==> src/pltd_pkg.sv <==
// Shared types and constants for the preamble/length/tail deframer.
package pltd_pkg;

  localparam int unsigned BYTE_W = 8;
  localparam int unsigned LEN_W  = 7;

  localparam logic [BYTE_W-1:0] SYNC_A = 8'hA5;
  localparam logic [BYTE_W-1:0] SYNC_B = 8'h5A;
  localparam logic [BYTE_W-1:0] TAIL_A = 8'hFA;
  localparam logic [BYTE_W-1:0] TAIL_B = 8'hFB;

  // Byte position that carries the low length byte, counted from one.
  localparam logic [LEN_W-1:0] LEN_LO_COUNT = 7'd4;
  // Byte position (from zero) that carries the high length byte.
  localparam logic [LEN_W-1:0] LEN_HI_POS   = 7'd2;

  typedef enum logic [2:0] {
    PH_HUNT1 = 3'b001,
    PH_HUNT2 = 3'b010,
    PH_DATA  = 3'b100
  } phase_t;

  // Parser to read-out request: a frame with a good tail is complete.
  typedef struct packed {
    logic             start;
    logic [LEN_W-1:0] len;
  } frame_req_t;

endpackage

==> src/pltd_store.sv <==
// Frame store: synchronous memory, one write port and one registered read port.
module pltd_store import pltd_pkg::*; #(
  parameter int unsigned DEPTH = 64,
  parameter int unsigned AW    = 6
) (
  input  logic              clk,
  input  logic              wr_en,
  input  logic [AW-1:0]     wr_addr,
  input  logic [BYTE_W-1:0] wr_data,
  input  logic              rd_en,
  input  logic [AW-1:0]     rd_addr,
  output logic [BYTE_W-1:0] rd_q
);

  logic [BYTE_W-1:0] mem [DEPTH];

  always_ff @(posedge clk) begin
    if (wr_en) begin
      mem[wr_addr] <= wr_data;
    end
  end

  // Read data holds when no read is issued.
  always_ff @(posedge clk) begin
    if (rd_en) begin
      rd_q <= mem[rd_addr];
    end
  end

endmodule

==> src/pltd_parse.sv <==
// Byte parser: preamble hunt, length check, tail check, frame store writes.
module pltd_parse import pltd_pkg::*; #(
  parameter int unsigned MAX_LEN  = 64,
  parameter int unsigned OVERHEAD = 6,
  parameter int unsigned AW       = 6
) (
  input  logic              clk,
  input  logic              rst,
  input  logic              take,
  input  logic [BYTE_W-1:0] rx_byte,
  output logic              wr_en,
  output logic [AW-1:0]     wr_addr,
  output logic [BYTE_W-1:0] wr_data,
  output frame_req_t        req
);

  localparam logic [LEN_W-1:0]  MAX_L = LEN_W'(MAX_LEN);
  localparam logic [BYTE_W-1:0] MAX_B = BYTE_W'(MAX_LEN);
  localparam logic [BYTE_W-1:0] OVH_B = BYTE_W'(OVERHEAD);

  phase_t            phase, phase_next;
  logic [LEN_W-1:0]  count, count_next;
  logic [LEN_W-1:0]  decl, decl_next;
  logic [BYTE_W-1:0] hi_byte;
  logic [BYTE_W-1:0] last_byte;

  logic [LEN_W-1:0]  cnt1;
  logic [LEN_W-1:0]  dl;
  logic              len_ok;
  logic              restart;

  always_comb begin
    phase_next = phase;
    count_next = count;
    decl_next  = decl;
    wr_en      = 1'b0;
    wr_addr    = count[AW-1:0];
    wr_data    = rx_byte;
    req        = '0;
    restart    = 1'b0;
    cnt1       = count + LEN_W'(1);
    dl         = decl;
    len_ok     = (hi_byte == '0) && (rx_byte >= OVH_B) && (rx_byte <= MAX_B) &&
                 (rx_byte[0] == OVH_B[0]);
    if (take) begin
      unique case (phase)
        PH_HUNT2: begin
          if (rx_byte == SYNC_B) begin
            wr_en      = 1'b1;
            wr_addr    = AW'(1);
            count_next = LEN_W'(2);
            phase_next = PH_DATA;
          end else begin
            restart = 1'b1;
          end
        end
        PH_DATA: begin
          if (count >= MAX_L) begin
            restart = 1'b1;
          end else begin
            wr_en      = 1'b1;
            count_next = cnt1;
            if (cnt1 == LEN_LO_COUNT) begin
              if (!len_ok) begin
                restart = 1'b1;
              end else begin
                decl_next = rx_byte[LEN_W-1:0];
                dl        = rx_byte[LEN_W-1:0];
              end
            end
            if (!restart && (dl != '0) && (cnt1 == dl)) begin
              req.start  = (last_byte == TAIL_A) && (rx_byte == TAIL_B);
              req.len    = dl;
              phase_next = PH_HUNT1;
              count_next = '0;
              decl_next  = '0;
            end
          end
        end
        default: begin
          restart = 1'b1;
        end
      endcase
      if (restart) begin
        decl_next = '0;
        if (rx_byte == SYNC_A) begin
          wr_en      = 1'b1;
          wr_addr    = '0;
          count_next = LEN_W'(1);
          phase_next = PH_HUNT2;
        end else begin
          wr_en      = 1'b0;
          count_next = '0;
          phase_next = PH_HUNT1;
        end
      end
    end
  end

  always_ff @(posedge clk) begin
    if (rst) begin
      phase <= PH_HUNT1;
      count <= '0;
      decl  <= '0;
    end else begin
      phase <= phase_next;
      count <= count_next;
      decl  <= decl_next;
    end
  end

  // Keep the high length byte and the previous byte for the checks.
  always_ff @(posedge clk) begin
    if (take) begin
      last_byte <= rx_byte;
      if (phase == PH_DATA && count == LEN_HI_POS) begin
        hi_byte <= rx_byte;
      end
    end
  end

endmodule

==> src/pltd_emit.sv <==
// Read-out: walks the frame store and delivers bytes through an output register.
module pltd_emit import pltd_pkg::*; #(
  parameter int unsigned AW = 6
) (
  input  logic              clk,
  input  logic              rst,
  input  frame_req_t        req,
  output logic              busy,
  output logic              rd_en,
  output logic [AW-1:0]     rd_addr,
  input  logic [BYTE_W-1:0] rd_q,
  output logic              out_valid,
  input  logic              out_stall,
  output logic [BYTE_W-1:0] frame_byte,
  output logic [LEN_W-1:0]  frame_length,
  output logic              last_of_frame
);

  logic             rd_busy;
  logic [LEN_W-1:0] rd_idx;
  logic [LEN_W-1:0] rd_len;
  logic             q_valid;
  logic [LEN_W-1:0] q_len;
  logic             q_last;
  logic             o_valid;
  logic [BYTE_W-1:0] o_byte;
  logic [LEN_W-1:0] o_len;
  logic             o_last;

  logic move;
  logic issue;
  logic idx_last;

  assign move     = q_valid && (!o_valid || !out_stall);
  assign issue    = rd_busy && (!q_valid || move);
  assign idx_last = (rd_idx == rd_len - LEN_W'(1));

  assign busy    = rd_busy;
  assign rd_en   = issue;
  assign rd_addr = rd_idx[AW-1:0];

  always_ff @(posedge clk) begin
    if (rst) begin
      rd_busy <= 1'b0;
      q_valid <= 1'b0;
      o_valid <= 1'b0;
    end else begin
      if (req.start) begin
        rd_busy <= 1'b1;
      end else if (issue && idx_last) begin
        rd_busy <= 1'b0;
      end
      if (issue) begin
        q_valid <= 1'b1;
      end else if (move) begin
        q_valid <= 1'b0;
      end
      if (move) begin
        o_valid <= 1'b1;
      end else if (!out_stall) begin
        o_valid <= 1'b0;
      end
    end
  end

  always_ff @(posedge clk) begin
    if (req.start) begin
      rd_idx <= '0;
      rd_len <= req.len;
    end else if (issue) begin
      rd_idx <= rd_idx + LEN_W'(1);
    end
    if (issue) begin
      q_len  <= rd_len;
      q_last <= idx_last;
    end
    if (move) begin
      o_byte <= rd_q;
      o_len  <= q_len;
      o_last <= q_last;
    end
  end

  assign out_valid     = o_valid;
  assign frame_byte    = o_byte;
  assign frame_length  = o_len;
  assign last_of_frame = o_last;

endmodule

==> src/preamble_length_tail_deframer_core.sv <==
// Top level of the preamble/length/tail deframer.
// Received bytes enter one per cycle on the input channel. The parser hunts
// for the preamble A5 5A, takes bytes 2 and 3 as a big-endian total frame
// length (valid when OVERHEAD <= length <= MAX_LEN and length - OVERHEAD is
// even), and writes every frame byte into a MAX_LEN-entry frame store. A bad
// second preamble byte or a bad length restarts the hunt on that same byte.
// When the byte count reaches the length, a frame ending in FA FB is read
// back out of the store, one item per frame byte, each carrying the frame
// length and a last-byte mark; a frame with any other tail is dropped.
// Throughput: while parsing, one input item per cycle. After a good frame of
// L bytes, in_stall stays high until the store's single read port has issued
// all L reads; output items that back up behind out_stall hold those reads
// off. Output items follow one per cycle behind the registered store read
// and the output register while out_stall is low. The output register lets
// the next frame's bytes be taken while the final items of the previous
// frame still wait.
module preamble_length_tail_deframer_core import pltd_pkg::*; #(
  parameter int unsigned MAX_LEN  = 64,
  parameter int unsigned OVERHEAD = 6
) (
  input  logic              clk,
  input  logic              rst,
  input  logic              in_valid,
  output logic              in_stall,
  input  logic [BYTE_W-1:0] rx_byte,
  output logic              out_valid,
  input  logic              out_stall,
  output logic [BYTE_W-1:0] frame_byte,
  output logic [LEN_W-1:0]  frame_length,
  output logic              last_of_frame
);

  localparam int unsigned AW = $clog2(MAX_LEN);

  logic              take;
  logic              busy;
  logic              wr_en;
  logic [AW-1:0]     wr_addr;
  logic [BYTE_W-1:0] wr_data;
  logic              rd_en;
  logic [AW-1:0]     rd_addr;
  logic [BYTE_W-1:0] rd_q;
  frame_req_t        req;

  // Hold the input off while the store is being read out.
  assign in_stall = busy;
  assign take     = in_valid && !in_stall;

  pltd_parse #(
    .MAX_LEN  (MAX_LEN),
    .OVERHEAD (OVERHEAD),
    .AW       (AW)
  ) u_parse (
    .clk     (clk),
    .rst     (rst),
    .take    (take),
    .rx_byte (rx_byte),
    .wr_en   (wr_en),
    .wr_addr (wr_addr),
    .wr_data (wr_data),
    .req     (req)
  );

  pltd_store #(
    .DEPTH (MAX_LEN),
    .AW    (AW)
  ) u_store (
    .clk     (clk),
    .wr_en   (wr_en),
    .wr_addr (wr_addr),
    .wr_data (wr_data),
    .rd_en   (rd_en),
    .rd_addr (rd_addr),
    .rd_q    (rd_q)
  );

  pltd_emit #(
    .AW (AW)
  ) u_emit (
    .clk           (clk),
    .rst           (rst),
    .req           (req),
    .busy          (busy),
    .rd_en         (rd_en),
    .rd_addr       (rd_addr),
    .rd_q          (rd_q),
    .out_valid     (out_valid),
    .out_stall     (out_stall),
    .frame_byte    (frame_byte),
    .frame_length  (frame_length),
    .last_of_frame (last_of_frame)
  );

endmodule

==> config.mk <==
export PLATFORM = sky130hd
export DESIGN_NAME = preamble_length_tail_deframer_core
export DESIGN_NICKNAME = d
export VERILOG_FILES = /design/src/pltd_pkg.sv /design/src/pltd_store.sv /design/src/pltd_parse.sv /design/src/pltd_emit.sv /design/src/preamble_length_tail_deframer_core.sv
export SDC_FILE = /design/constraint.sdc
export NUM_CORES = 1
export LEC_CHECK = 0
export ABC_AREA = 0
export BUFFER_PORTS_ARGS = -buffer_cell sky130_fd_sc_hd__buf_4
export CAP_MARGIN = 15
export CORE_MARGIN = 4
export CORE_UTILIZATION = 60
export CTS_CLUSTER_SIZE = 24
export DETAILED_ROUTE_END_ITERATION = 16
export PLACE_DENSITY = 0.76
export SLEW_MARGIN = 10
export SYNTH_ARGS = -nofsm -noshare
export SYNTH_HDL_FRONTEND = slang
export SYNTH_HIERARCHICAL = 1
export SYNTH_SLANG_ARGS = --single-unit
==> constraint.sdc <==
create_clock -name clk -period 5.3 [get_ports clk]
set_input_delay 1.06 -clock clk [delete_from_list [all_inputs] [get_ports clk]]
set_output_delay 1.06 -clock clk [all_outputs]
set_load 0.02 [all_outputs]
==> summary.md <==
| Metric | Value |
|---|---|
| Die X | approximately 210 µm |
| Global-route wire length before repair | 80.8 mm |
| Syn avg cell area | about 19 µm² |
| GRT Util Overall | around 25% |
| Max rail drop VDD | 0.269 mV |
| Initial antenna violation count | 0 |
| Area grow syn2layout | 12.0% |
| Synth top area share | between 70% and 80% |
| Initial DRT Pass Iterations | 5 |
| Via count | about 13k |
| Worst-case clock skew | 0.0283 ns |
| Async SR Flop Fraction | 0% |
| Rel. slew slack | 24.9% |
| Largest net degree at the start of global routing | 71 |
| Layout cells sized above 1 | 25.9% |
| ANT cells | 0 |
| Syn nets | 1268 |
| Worst Hold Class | reg2reg |
| Worst slew pin tran | 1.13 ns |
| DRT iter0 DRCs | 1381 |
| Vias per cell | 6.52 |
| Main synth FF type | edfxtp_1 |
| Setup TNS | 0 ns |
| Clock latency on the worst-skew pair | 0.61 ns |
| Io pins | 30 |
| Clk sink count | 594 |
| Power Density | 338 nW/µm² |
| Reg area | roughly 18000 µm² |
| Number of remaining DRC errors | 0 |
| CTS tree | done |
| Fmax | 0.205 GHz |
| Yosys cell types | 75 |
| Fill cell total of the finished layout | 2453 |
| Initial core utilization | between 60% and 70% |
| H-tree Lvls | 2 |
| Max FO, Critical Path | 11 |
| Pre-CTS setup slack | 0.373 ns |
| Cell row count | 72 |
| Gr ovfl total | 0 |
| Cts bufs inserted | 57 |
| #FFs+latches synth | ~590 |
| Multi-input gate area | between 5000 and 6000 µm² |
| Synthesized area | 23800 µm² |
| Critical path arrival | 5.12 ns |
| Core area | 38900 µm² |
| WP data required | about 5.5 ns |
| Setup WS post-layout | 0.414 ns |
| Hold depth | 0 |
| GPL Wtd Cong | 0.867 |
| Number of global-route vias before repair | 12.6k |
| Crit. End Element | flip-flop |
| Worst reg-to-reg path cell count | 12 |
| PortBufs | 29 |
| Sequential-to-total area share from yosys stat | 73.7% |
| Tmin final | 4.89 ns |
| Status | finished, final reports clean |
| Die Y | 207 µm |
| Post-synth EDFFs | 567 |
| Hold_buf cts | 0 |
| Max clock buf depth | 3 |
| Routed Wire Length | approximately 53 mm |
| Synth area leaders | edfxtp_1, mux4_2, dfxtp_1 |
| RSZ-0062 raised after global routing | no |
| Final setup fails | 0 |
| Startpoint types | flip-flop |
| Cell taking the most area after synthesis | edfxtp_1 |
| Wire per inst | 27.5 µm |
| Total power | 9.03 mW |
| DPL Wire Length | 31.4 mm |
| Root buffer cell | clkbuf_16 |
| Cell count after synthesis | 1250 |
| Clock-pin transition on the worst setup and hold timing paths | 0.06 ns |
| P_leak | 8.21 nW |
| Max cap viols | 0 |
| Ys Warns | 6 |
| Crit path kind | reg2reg |
| Slew Limit Fails | 0 |
| ANT nets after route | 0 |
| Final #Nets | 1373 |
| Post-CTS Resized | 0 |
| Fin crit share | 92.2% |
| Setup repair bufs after CTS | 0 |
| Die area | 43000 µm² |
| Final hold violations | 0 |
worst max-delay path, stage by stage, from the launching register on:
cell       delay (ns)
dfxtp_1          0.53
ha_1             0.40
and3_1           0.22
o211ai_2         0.12
a2111oi_1        0.72
a21boi_0         0.26
or2_2            0.36
nand2b_1         0.19
nor2_2           0.20
nor2_1           0.10
and2_1           0.25
or3_1            0.53
nor2_1           0.62
cells by family (layout without fill, tap and decap cells):
family | Yosys count | after routing | synth area share [%]
xor+xnor | 26 | 26 | 0.955
fa+ha+maj | 6 | 6 | 0.315
compound gates | 99 | 99 | 3.32
flops | 594 | 594 | 73.7
buf+inv | 87 | 239 | 2.31
mux | 171 | 171 | 13.9
simple gates | 267 | 267 | 5.53
metrics by stage:
stage | utilization [%] | hold slack, ns | instance area (µm²) | cells
finish | 68.6 | 0.420 | 26700 | 1920
global route | 68.6 | 0.438 | 26700 | 1920
CTS | 68.5 | 0.421 | 26700 | 1919
detailed placement | 64.0 | 0.405 | 24900 | 1813
global placement | 64.0 | 0.403 | 24900 | 1813
floorplan | - | 0.400 | 23800 | 1250
cell usage after synthesis, types with 11 or more instances:
master      n
edfxtp_1  567
mux4_2    126
nor2_1    116
nand2_1    37
mux2i_1    32
buf_4      31
dfxtp_1    27
nand3_1    23
clkbuf_1   20
nor2b_1    15
xor2_1     15
mux2_2     13
nor3_1     13
a21oi_1    12
buf_2      12
xnor2_1    11
per-layer routing:
| metal | vias up | GRT usage [%] | routed length (µm) |
|---|---|---|---|
| li1 | 5278 | - | - |
| met3 | 97 | 4.10 | 4690 |
| met4 | 0 | 6.52 | 1350 |
| met1 | 6481 | 35.9 | 20700 |
| met5 | - | 0 | 0 |
| met2 | 668 | 39.9 | 26100 |
area by class of cell:
class / count / area share, %
sequential: 594 / 65.8
clock buffer: 74 / 5.77
inverter: 9 / 0.127
multi-input combinational: 569 / 21.4
timing repair buffer: 124 / 3.61
clock inverter: 32 / 0.797
tap: 518 / 2.43
registers in the layout (all words and copies together), names as in the netlist, 3 cells and up:
name,cells
u_parse/decl,7
u_parse/count,7
u_emit/frame_length,7
u_parse/phase,3
u_emit/rd_idx,7
u_parse/hi_byte,8
u_emit/q_len,7
u_emit/frame_byte,8
u_store/rd_q,8
u_emit/rd_len,7
u_parse/last_byte,8
u_store/mem,512
power breakdown:
group	total [mW]	internal [mW]	switching, mW
Clock	3.79	2.14	1.65
Sequential	5.14	5.13	0.00157
Combinational	0.0994	0.0144	0.0849
placed cells by master, fill, tap and decap left out, types with 4 or more instances in the layout:
cell type	synthesis	final
mux4_2	126	126
a21oi_1	12	12
o221ai_1	8	8
clkinv_1	0	17
o32ai_1	4	4
clkbuf_16	0	58
nand3_1	23	23
ha_1	6	6
edfxtp_1	567	567
nand2_1	37	37
dfxtp_1	27	23
o22ai_1	9	9
clkinv_2	0	9
mux2i_1	32	32
xnor2_1	11	11
nand2b_1	9	9
xor2_1	15	15
a211oi_1	5	5
nand4_1	10	10
a22o_1	6	6
inv_1	9	9
and2_1	7	7
nor3_1	13	13
nand3b_1	4	4
nor4_1	4	4
a221oi_1	6	6
o21ai_0	4	4
o2111ai_1	4	4
mux2_2	13	13
buf_4	31	122
clkbuf_1	20	13
nor2b_1	15	15
nor2_1	116	116
final timing paths:
| kind | start | end | slack [ns] |
|---|---|---|---|
| worst max-delay path | u_parse/count[0]$_SDFFE_PP0P_ | u_store/mem[6][0]$_DFFE_PP_ | 0.41 |
| worst min-delay path | u_emit/q_last$_DFFE_PP_ | u_emit/last_of_frame$_DFFE_PP_ | 0.42 |
| worst max register to register | u_parse/count[0]$_SDFFE_PP0P_ | u_store/mem[6][0]$_DFFE_PP_ | 0.41 |
| worst min register to register | u_emit/q_last$_DFFE_PP_ | u_emit/last_of_frame$_DFFE_PP_ | 0.42 |
Note: power is estimated with default switching activity, not from simulation.
